<file path="config.mk">
export PLATFORM = sky130hd
export DESIGN_NAME = lifo_stack_with_dump_core_flat
export DESIGN_NICKNAME = d
export VERILOG_FILES = /design/src/sv/lsd_pkg.sv /design/src/sv/lsd_cmd_if.sv /design/src/sv/lsd_rsp_if.sv /design/src/sv/lsd_ram.sv /design/src/sv/lsd_ctrl.sv /design/src/sv/lsd_datapath.sv /design/src/sv/lifo_stack_with_dump_core.sv /design/src/flat_wrapper.sv
export SDC_FILE = /design/constraint.sdc
export NUM_CORES = 2
export LEC_CHECK = 0
export BUFFER_PORTS_ARGS = -buffer_cell sky130_fd_sc_hd__buf_2
export CORE_ASPECT_RATIO = 0.9
export CORE_UTILIZATION = 45
export CTS_CLUSTER_SIZE = 12
export DETAILED_ROUTE_END_ITERATION = 6
export SYNTH_ARGS = -nofsm -noshare
export SYNTH_HDL_FRONTEND = slang
export SYNTH_SLANG_ARGS = --single-unit
</file>
<file path="constraint.sdc">
create_clock -name clk -period 6.6 [get_ports clk]
set_input_delay 0.66 -clock clk [delete_from_list [all_inputs] [get_ports clk]]
set_output_delay 0.66 -clock clk [all_outputs]
set_load 0.05 [all_outputs]
</file>
<file path="src/sv/lsd_pkg.sv">
// ----------------------------------------------------------------------------
// lsd_pkg
// Shared types and constants for the LIFO stack with dump.
// ----------------------------------------------------------------------------
package lsd_pkg;

    localparam int DEPTH    = 64;
    localparam int WORD_W   = 32;
    localparam int OP_W     = 2;
    localparam int STATUS_W = 2;
    localparam int ADDR_W   = $clog2(DEPTH);
    localparam int CNT_W    = $clog2(DEPTH + 1);

    typedef enum logic [OP_W-1:0] {
        OP_PUSH = 2'd0,
        OP_POP  = 2'd1,
        OP_DUMP = 2'd2
    } op_t;

    typedef enum logic [STATUS_W-1:0] {
        ST_OK        = 2'd0,
        ST_OVERFLOW  = 2'd1,
        ST_UNDERFLOW = 2'd2,
        ST_EMPTY     = 2'd3
    } status_t;

    typedef enum logic [1:0] {
        SEL_ZERO,
        SEL_ONES,
        SEL_RAM
    } data_sel_t;

    typedef enum logic [1:0] {
        S_IDLE,
        S_POP,
        S_DUMP
    } state_t;

    typedef struct packed {
        logic      push;
        logic      pop;
        logic      dump_start;
        logic      dump_step;
        logic      out_load;
        status_t   out_status;
        data_sel_t out_sel;
        logic      out_last;
    } ctrl_cmd_t;

    typedef struct packed {
        logic empty;
        logic full;
        logic idx_zero;
        logic out_free;
    } dp_status_t;

endpackage

</file>
<file path="src/sv/lsd_cmd_if.sv">
// ----------------------------------------------------------------------------
// lsd_cmd_if
// Request channel: one stack operation and its push value per transaction.
// ----------------------------------------------------------------------------
interface lsd_cmd_if;
    import lsd_pkg::*;

    logic                     valid;
    logic                     ready;
    logic [OP_W-1:0]          operation;
    logic signed [WORD_W-1:0] value;

    modport source (output valid, output operation, output value, input ready);
    modport sink   (input valid, input operation, input value, output ready);
endinterface

</file>
<file path="src/sv/lsd_rsp_if.sv">
// ----------------------------------------------------------------------------
// lsd_rsp_if
// Response channel: one status, data word and last flag per transaction.
// ----------------------------------------------------------------------------
interface lsd_rsp_if;
    import lsd_pkg::*;

    logic                     valid;
    logic                     ready;
    logic [STATUS_W-1:0]      status;
    logic signed [WORD_W-1:0] data;
    logic                     last;

    modport source (output valid, output status, output data, output last, input ready);
    modport sink   (input valid, input status, input data, input last, output ready);
endinterface

</file>
<file path="src/sv/lsd_ram.sv">
// ----------------------------------------------------------------------------
// lsd_ram
// Generic single-write, single-read RAM with a registered read port.
// ----------------------------------------------------------------------------
module lsd_ram #(
    parameter int WIDTH = 32,
    parameter int DEPTH = 64
) (
    input  logic                     clk,
    input  logic                     we,
    input  logic [$clog2(DEPTH)-1:0] waddr,
    input  logic [WIDTH-1:0]         wdata,
    input  logic                     re,
    input  logic [$clog2(DEPTH)-1:0] raddr,
    output logic [WIDTH-1:0]         rdata
);
    logic [WIDTH-1:0] mem [DEPTH];
    logic [WIDTH-1:0] rdata_reg;

    always_ff @(posedge clk)
    begin
        if (we)
        begin
            mem[waddr] <= wdata;
        end
        if (re)
        begin
            rdata_reg <= mem[raddr];
        end
    end

    assign rdata = rdata_reg;
endmodule

</file>
<file path="src/sv/lsd_ctrl.sv">
// ----------------------------------------------------------------------------
// lsd_ctrl
// Controller state machine: decodes requests and sequences pops and dumps.
// ----------------------------------------------------------------------------
module lsd_ctrl (
    input  logic                    clk,
    input  logic                    rst_n,
    input  logic                    cmd_valid,
    input  logic [lsd_pkg::OP_W-1:0] cmd_operation,
    output logic                    cmd_ready,
    input  lsd_pkg::dp_status_t     dp_status,
    output lsd_pkg::ctrl_cmd_t      ctrl_cmd
);
    import lsd_pkg::*;

    state_t state_reg;
    state_t state_next;

    always_ff @(posedge clk or negedge rst_n)
    begin
        if (!rst_n)
        begin
            state_reg <= S_IDLE;
        end
        else
        begin
            state_reg <= state_next;
        end
    end

    always_comb
    begin
        state_next = state_reg;
        cmd_ready  = 1'b0;
        ctrl_cmd   = '{push: 1'b0, pop: 1'b0, dump_start: 1'b0, dump_step: 1'b0,
                       out_load: 1'b0, out_status: ST_OK, out_sel: SEL_ZERO,
                       out_last: 1'b1};
        case (state_reg)
            S_IDLE:
            begin
                cmd_ready = dp_status.out_free;
                if (cmd_valid && dp_status.out_free)
                begin
                    case (cmd_operation)
                        OP_PUSH:
                        begin
                            ctrl_cmd.out_load = 1'b1;
                            if (dp_status.full)
                            begin
                                ctrl_cmd.out_status = ST_OVERFLOW;
                            end
                            else
                            begin
                                ctrl_cmd.push = 1'b1;
                            end
                        end
                        OP_POP:
                        begin
                            if (dp_status.empty)
                            begin
                                ctrl_cmd.out_load   = 1'b1;
                                ctrl_cmd.out_status = ST_UNDERFLOW;
                                ctrl_cmd.out_sel    = SEL_ONES;
                            end
                            else
                            begin
                                ctrl_cmd.pop = 1'b1;
                                state_next   = S_POP;
                            end
                        end
                        OP_DUMP:
                        begin
                            if (dp_status.empty)
                            begin
                                ctrl_cmd.out_load   = 1'b1;
                                ctrl_cmd.out_status = ST_EMPTY;
                            end
                            else
                            begin
                                ctrl_cmd.dump_start = 1'b1;
                                state_next          = S_DUMP;
                            end
                        end
                        default:
                        begin
                            state_next = S_IDLE;
                        end
                    endcase
                end
            end
            S_POP:
            begin
                if (dp_status.out_free)
                begin
                    ctrl_cmd.out_load = 1'b1;
                    ctrl_cmd.out_sel  = SEL_RAM;
                    state_next        = S_IDLE;
                end
            end
            S_DUMP:
            begin
                if (dp_status.out_free)
                begin
                    ctrl_cmd.out_load = 1'b1;
                    ctrl_cmd.out_sel  = SEL_RAM;
                    ctrl_cmd.out_last = dp_status.idx_zero;
                    if (dp_status.idx_zero)
                    begin
                        state_next = S_IDLE;
                    end
                    else
                    begin
                        ctrl_cmd.dump_step = 1'b1;
                    end
                end
            end
            default:
            begin
                state_next = S_IDLE;
            end
        endcase
    end
endmodule

</file>
<file path="src/sv/lsd_datapath.sv">
// ----------------------------------------------------------------------------
// lsd_datapath
// Stack storage, fill count, dump index and the response output register.
// ----------------------------------------------------------------------------
module lsd_datapath (
    input  logic                              clk,
    input  logic                              rst_n,
    input  logic signed [lsd_pkg::WORD_W-1:0] cmd_value,
    input  lsd_pkg::ctrl_cmd_t                ctrl_cmd,
    output lsd_pkg::dp_status_t               dp_status,
    input  logic                              rsp_ready,
    output logic                              rsp_valid,
    output logic [lsd_pkg::STATUS_W-1:0]      rsp_status,
    output logic signed [lsd_pkg::WORD_W-1:0] rsp_data,
    output logic                              rsp_last
);
    import lsd_pkg::*;

    logic [CNT_W-1:0]    count_reg;
    logic [CNT_W-1:0]    count_next;
    logic [ADDR_W-1:0]   idx_reg;
    logic [ADDR_W-1:0]   idx_next;
    logic                out_valid_reg;
    logic                out_valid_next;
    logic [STATUS_W-1:0] out_status_reg;
    logic [WORD_W-1:0]   out_data_reg;
    logic                out_last_reg;
    logic [WORD_W-1:0]   out_data_next;
    logic [CNT_W-1:0]    count_dec;
    logic [ADDR_W-1:0]   idx_dec;
    logic                ram_re;
    logic [ADDR_W-1:0]   ram_raddr;
    logic [WORD_W-1:0]   ram_rdata;

    assign count_dec = count_reg - 1'b1;
    assign idx_dec   = idx_reg - 1'b1;

    assign ram_re    = ctrl_cmd.pop || ctrl_cmd.dump_start || ctrl_cmd.dump_step;
    assign ram_raddr = ctrl_cmd.dump_step ? idx_dec : count_dec[ADDR_W-1:0];

    lsd_ram #(
        .WIDTH (WORD_W),
        .DEPTH (DEPTH)
    ) u_ram (
        .clk   (clk),
        .we    (ctrl_cmd.push),
        .waddr (count_reg[ADDR_W-1:0]),
        .wdata (cmd_value),
        .re    (ram_re),
        .raddr (ram_raddr),
        .rdata (ram_rdata)
    );

    always_comb
    begin
        count_next = count_reg;
        if (ctrl_cmd.push)
        begin
            count_next = count_reg + 1'b1;
        end
        else if (ctrl_cmd.pop)
        begin
            count_next = count_dec;
        end

        idx_next = idx_reg;
        if (ctrl_cmd.dump_start)
        begin
            idx_next = count_dec[ADDR_W-1:0];
        end
        else if (ctrl_cmd.dump_step)
        begin
            idx_next = idx_dec;
        end

        out_valid_next = out_valid_reg;
        if (ctrl_cmd.out_load)
        begin
            out_valid_next = 1'b1;
        end
        else if (rsp_ready)
        begin
            out_valid_next = 1'b0;
        end

        case (ctrl_cmd.out_sel)
            SEL_ZERO: out_data_next = '0;
            SEL_ONES: out_data_next = '1;
            SEL_RAM:  out_data_next = ram_rdata;
            default:  out_data_next = '0;
        endcase
    end

    always_ff @(posedge clk or negedge rst_n)
    begin
        if (!rst_n)
        begin
            count_reg     <= '0;
            out_valid_reg <= 1'b0;
        end
        else
        begin
            count_reg     <= count_next;
            out_valid_reg <= out_valid_next;
        end
    end

    always_ff @(posedge clk)
    begin
        idx_reg <= idx_next;
        if (ctrl_cmd.out_load)
        begin
            out_status_reg <= ctrl_cmd.out_status;
            out_data_reg   <= out_data_next;
            out_last_reg   <= ctrl_cmd.out_last;
        end
    end

    assign dp_status.empty    = (count_reg == '0);
    assign dp_status.full     = (count_reg == CNT_W'(DEPTH));
    assign dp_status.idx_zero = (idx_reg == '0);
    assign dp_status.out_free = !out_valid_reg || rsp_ready;

    assign rsp_valid  = out_valid_reg;
    assign rsp_status = out_status_reg;
    assign rsp_data   = out_data_reg;
    assign rsp_last   = out_last_reg;
endmodule

</file>
<file path="src/sv/lifo_stack_with_dump_core.sv">
// Push, overflow, underflow and empty dump answer in the cycle after acceptance; a pop
// answers once its registered RAM read word is loaded into the output register.
// While the output is free, push and error cases take one request per cycle and a dump
// sends one word per cycle from the stack RAM; a pop or dump takes no request until done.
// Reset clears the fill count, the controller state and the output valid flag;
// stack contents are left as they are and need no clearing pass.
// ----------------------------------------------------------------------------
// lifo_stack_with_dump_core
// Top level of a fixed-depth LIFO stack with push, pop and top-to-bottom dump.
// ----------------------------------------------------------------------------
module lifo_stack_with_dump_core (
    input  logic      clk,
    input  logic      rst_n,
    lsd_cmd_if.sink   cmd,
    lsd_rsp_if.source rsp
);
    import lsd_pkg::*;

    ctrl_cmd_t  ctrl_cmd;
    dp_status_t dp_status;

    lsd_ctrl u_ctrl (
        .clk           (clk),
        .rst_n         (rst_n),
        .cmd_valid     (cmd.valid),
        .cmd_operation (cmd.operation),
        .cmd_ready     (cmd.ready),
        .dp_status     (dp_status),
        .ctrl_cmd      (ctrl_cmd)
    );

    lsd_datapath u_datapath (
        .clk        (clk),
        .rst_n      (rst_n),
        .cmd_value  (cmd.value),
        .ctrl_cmd   (ctrl_cmd),
        .dp_status  (dp_status),
        .rsp_ready  (rsp.ready),
        .rsp_valid  (rsp.valid),
        .rsp_status (rsp.status),
        .rsp_data   (rsp.data),
        .rsp_last   (rsp.last)
    );
endmodule

</file>
<file path="src/flat_wrapper.sv">
// flat-port wrapper written by rule: the top's interface ports become plain ports
module lifo_stack_with_dump_core_flat import lsd_pkg::*;
  (clk, rst_n, cmd_valid, cmd_operation, cmd_value, cmd_ready, rsp_valid, rsp_status, rsp_data, rsp_last, rsp_ready);
  lsd_cmd_if cmd_i ();
  lsd_rsp_if rsp_i ();
  input  logic clk;
  input  logic rst_n;
  input wire logic [$bits(cmd_i.valid)-1:0] cmd_valid;
  input wire logic [$bits(cmd_i.operation)-1:0] cmd_operation;
  input wire logic [$bits(cmd_i.value)-1:0] cmd_value;
  output wire logic [$bits(cmd_i.ready)-1:0] cmd_ready;
  output wire logic [$bits(rsp_i.valid)-1:0] rsp_valid;
  output wire logic [$bits(rsp_i.status)-1:0] rsp_status;
  output wire logic [$bits(rsp_i.data)-1:0] rsp_data;
  output wire logic [$bits(rsp_i.last)-1:0] rsp_last;
  input wire logic [$bits(rsp_i.ready)-1:0] rsp_ready;
  assign cmd_i.valid = cmd_valid;
  assign cmd_i.operation = cmd_operation;
  assign cmd_i.value = cmd_value;
  assign cmd_ready = cmd_i.ready;
  assign rsp_valid = rsp_i.valid;
  assign rsp_status = rsp_i.status;
  assign rsp_data = rsp_i.data;
  assign rsp_last = rsp_i.last;
  assign rsp_i.ready = rsp_ready;
  lifo_stack_with_dump_core u_core (.clk(clk), .rst_n(rst_n), .cmd(cmd_i), .rsp(rsp_i));
endmodule
</file>
==> summary.txt <==
Outcome = complete, but fails checks
Violated checks = max-capacitance violations
GRT Util Overall = 26.52%
Sequential share of power = 34.0%
Reg2reg end = u_core.u_datapath.u_ram.rdata[9]
Initial antenna violation count = 14
TritonCTS clock tree = built
Max-slew headroom = 1.995%
Synth-to-Final Area Change = 13.14%
Starting density of the core = 45.48%
Main synth FF type = edfxtp_1
Final #Nets = 5235
F_max = 166.7 MHz
Core area = 181300 um^2
Peak VDD IR = 0.0007151 V
Simple-gate share of the synthesized area = 4.758%
CTS buffer count = 208
Antenna Nets Post-Route = 0
Sequential area share after synthesis = 77.56%
Commonest non-fill, non-tap cell in the layout = edfxtp_1
RSZ-0062 raised after global routing = false
NetSw = 19.13 mW
Max clock buf depth = 3
Worst skew pair latency = 0.85 ns
Post-CTS Setup Inserts = 0
Clk sink count = 2131
Largest family of logic cells by synthesized area = compound AO/OA/AOI/OAI gates
Vias = 48381
Synthesized area per cell = 16.52 um^2
Register-to-Register Setup Slack = 0.60 ns
Vias per inst = 6.269
Tcrit/Tclk final = 90.90%
Clock slew at reported path FFs = 0.07 ns
Post-synthesis mux area share = 6.335%
Die footprint = 184900 um^2
Sw Share = 41.20%
Async SR Flop Fraction = 0.4693%
TritonRoute pass-1 iters = 6
Pint = 27.30 mW
Distinct cells, synth = 63
R2R depth = 11
Max_cap viols = 1
Critical setup path kind = flip-flop to flip-flop
PostCTS Resize Cnt = 0
Compound-Gate Fraction of Synth Area = 9.174%
Syn nets = 5033
Die H = 408.1 um
Yosys reg bits = 2131
DRT Wirelength = 248.3 mm
Vias in the first global route = 45587
Critical Path AT = 6.50 ns
Fillers = 14629
Clock power share = 23.1%
Slew Limit Fails = 0
Pwr per Cell Area = 497.7 nW/um^2
Leak pwr = 30.58 nW
Crit. Startpoint = u_core.u_datapath.idx_reg[0]
Layout cells sized above 1 = 13.03%
Most frequent cells in the layout = edfxtp_1, nand2_1, mux2i_1, a21oi_1, a221oi_1
Worst R2R Start = u_core.u_datapath.idx_reg[0]
Max reg flops = 2048
Worst-margin pin slew = 1.457 ns
Cells after Synth = 4989
Largest net degree at the start of global routing = 75
Total power = 46.43 mW
First-pass GRT wire length = 348.2 mm
Hold Crit Class = input port to flip-flop
# DRC = 0
Initial DRC Count = 6522
Final setup fails = 0
Post-synth EDFFs = 2121
Final Critical Period = 5.999 ns
Root Driver = clkbuf_16
# rows = 148
YS warnings = 0
Ports = 75
Post-Synth XOR/XNOR Area = 0.1275%
Hold buffer count at CTS = 1
Setup crit end = u_core.u_datapath.u_ram.rdata[9]
Fraction of the mapped netlist area in adder cells = 0.1032%
Final setup TNS = 0 ns
Die width = 453.2 um
Crit path max fanout = 35
Critical Path Start Type = flip-flop
RePlAce Congestion = 0.8519
CP required = 7.10 ns
Routed length per instance = 32.17 um
DP HPWL = 144.3 mm
Comb pwr share = 42.8%
Remaining global-route overflow = 0
IO Port Bufs = 74
Final Hold Fails = 0
Post-Syn Area = 82440 um^2
Critical Path Sink Type = flip-flop
Setup Skew = 0.05562 ns
CTS H-tree depth = 4
==> worst min path at each step <==
| stage | start | end | cells past startpoint |
|---|---|---|---|
| 2_1_floorplan | rst_n | u_core.u_ctrl.state_reg[0] | 0 |
| 3_3_place_gp | rst_n | u_core.u_datapath.rsp_valid | 1 |
| 3_5_place_dp | rst_n | u_core.u_datapath.rsp_valid | 1 |
| 4_1_cts | rsp_ready | u_core.u_datapath.rsp_valid | 3 |
| 5_1_grt | rsp_ready | u_core.u_datapath.rsp_valid | 3 |
| 6_report | rsp_ready | u_core.u_datapath.rsp_valid | 3 |
==> synth_stat cells, types with 16 or more instances <==
library cell	number	area share, %
mux2i_1	517	6.3
buf_4	27	0.25
buf_2	93	0.56
clkbuf_1	198	0.90
buf_1	19	0.087
a32oi_1	128	1.4
nor4_1	65	0.49
a22oi_1	65	0.59
nor2_1	105	0.48
edfxtp_1	2121	77
a221oi_1	373	4.0
a21oi_1	419	2.5
nand4_1	34	0.26
nand2_1	655	3.0
nand3_1	16	0.097
==> cell families after synthesis <==
family,after synthesis
simple gates,923
flops,2131
compound gates,1042
fa+ha+maj,7
buf+inv,354
xor+xnor,12
mux,520
==> final cells by class <==
type / instances / area, um^2 / area share (%)
flip-flops and latches: 2131 / 63940 / 68.55
multi-input cells: 2504 / 17620 / 18.89
clock buffers: 276 / 5503 / 5.900
well taps: 2400 / 3003 / 3.219
repair buffers: 337 / 2758 / 2.956
clock inverters: 54 / 399.1 / 0.4279
inverters: 9 / 36.28 / 0.03890
diodes: 6 / 15.01 / 0.01610
==> worst max-delay path, stage by stage, from the launching register on <==
cell and delay (ns):
edfxtp_1 0.45, inv_1 0.13, ha_1 0.20, nor2b_1 0.19, a211oi_4 0.90, inv_4 0.34
a21oi_4 1.15, buf_12 0.30, buf_4 0.32, a221oi_1 0.16, nor4_1 1.21, nand4_1 0.26
==> through the flow <==
| stage | worst slack [ns] | utilization (%) | cell area (um^2) | cells | hold WS [ns] |
|---|---|---|---|---|---|
| global placement | 0.7103 | 48.16 | 87300 | 7377 | 0.5458 |
| finish | 0.6007 | 51.45 | 93270 | 7717 | 0.1377 |
| detailed placement | 0.6341 | 48.18 | 87340 | 7379 | 0.5519 |
| CTS | 0.6139 | 51.44 | 93250 | 7710 | 0.09488 |
| global route | 0.5630 | 51.44 | 93260 | 7711 | 0.1564 |
| floorplan | 0.5672 | - | 82440 | 4989 | 0.3644 |
==> power by group through the flow <==
| stage | clock (mW) | sequential (mW) | combinational, mW |
|---|---|---|---|
| 2_1_floorplan | 0 | 16.2 | 11.5 |
| 3_3_place_gp | 0 | 16.1 | 19.4 |
| 3_5_place_dp | 0 | 16.1 | 19.6 |
| 4_1_cts | 10.8 | 15.8 | 19.7 |
| 5_1_grt | 11.3 | 15.8 | 20.8 |
| 6_report | 10.7 | 15.8 | 19.9 |
==> layer usage <==
metal / vias to the layer above / GRT usage [%] / share of wire (%)
li1: 20393 / - / -
met1: 25159 / 39.00 / 42
met2: 2475 / 39.77 / 45
met3: 348 / 5.216 / 9.4
met4: 6 / 8.223 / 3.1
met5: - / 0 / 0.018
(Power assumes the default switching activity.)
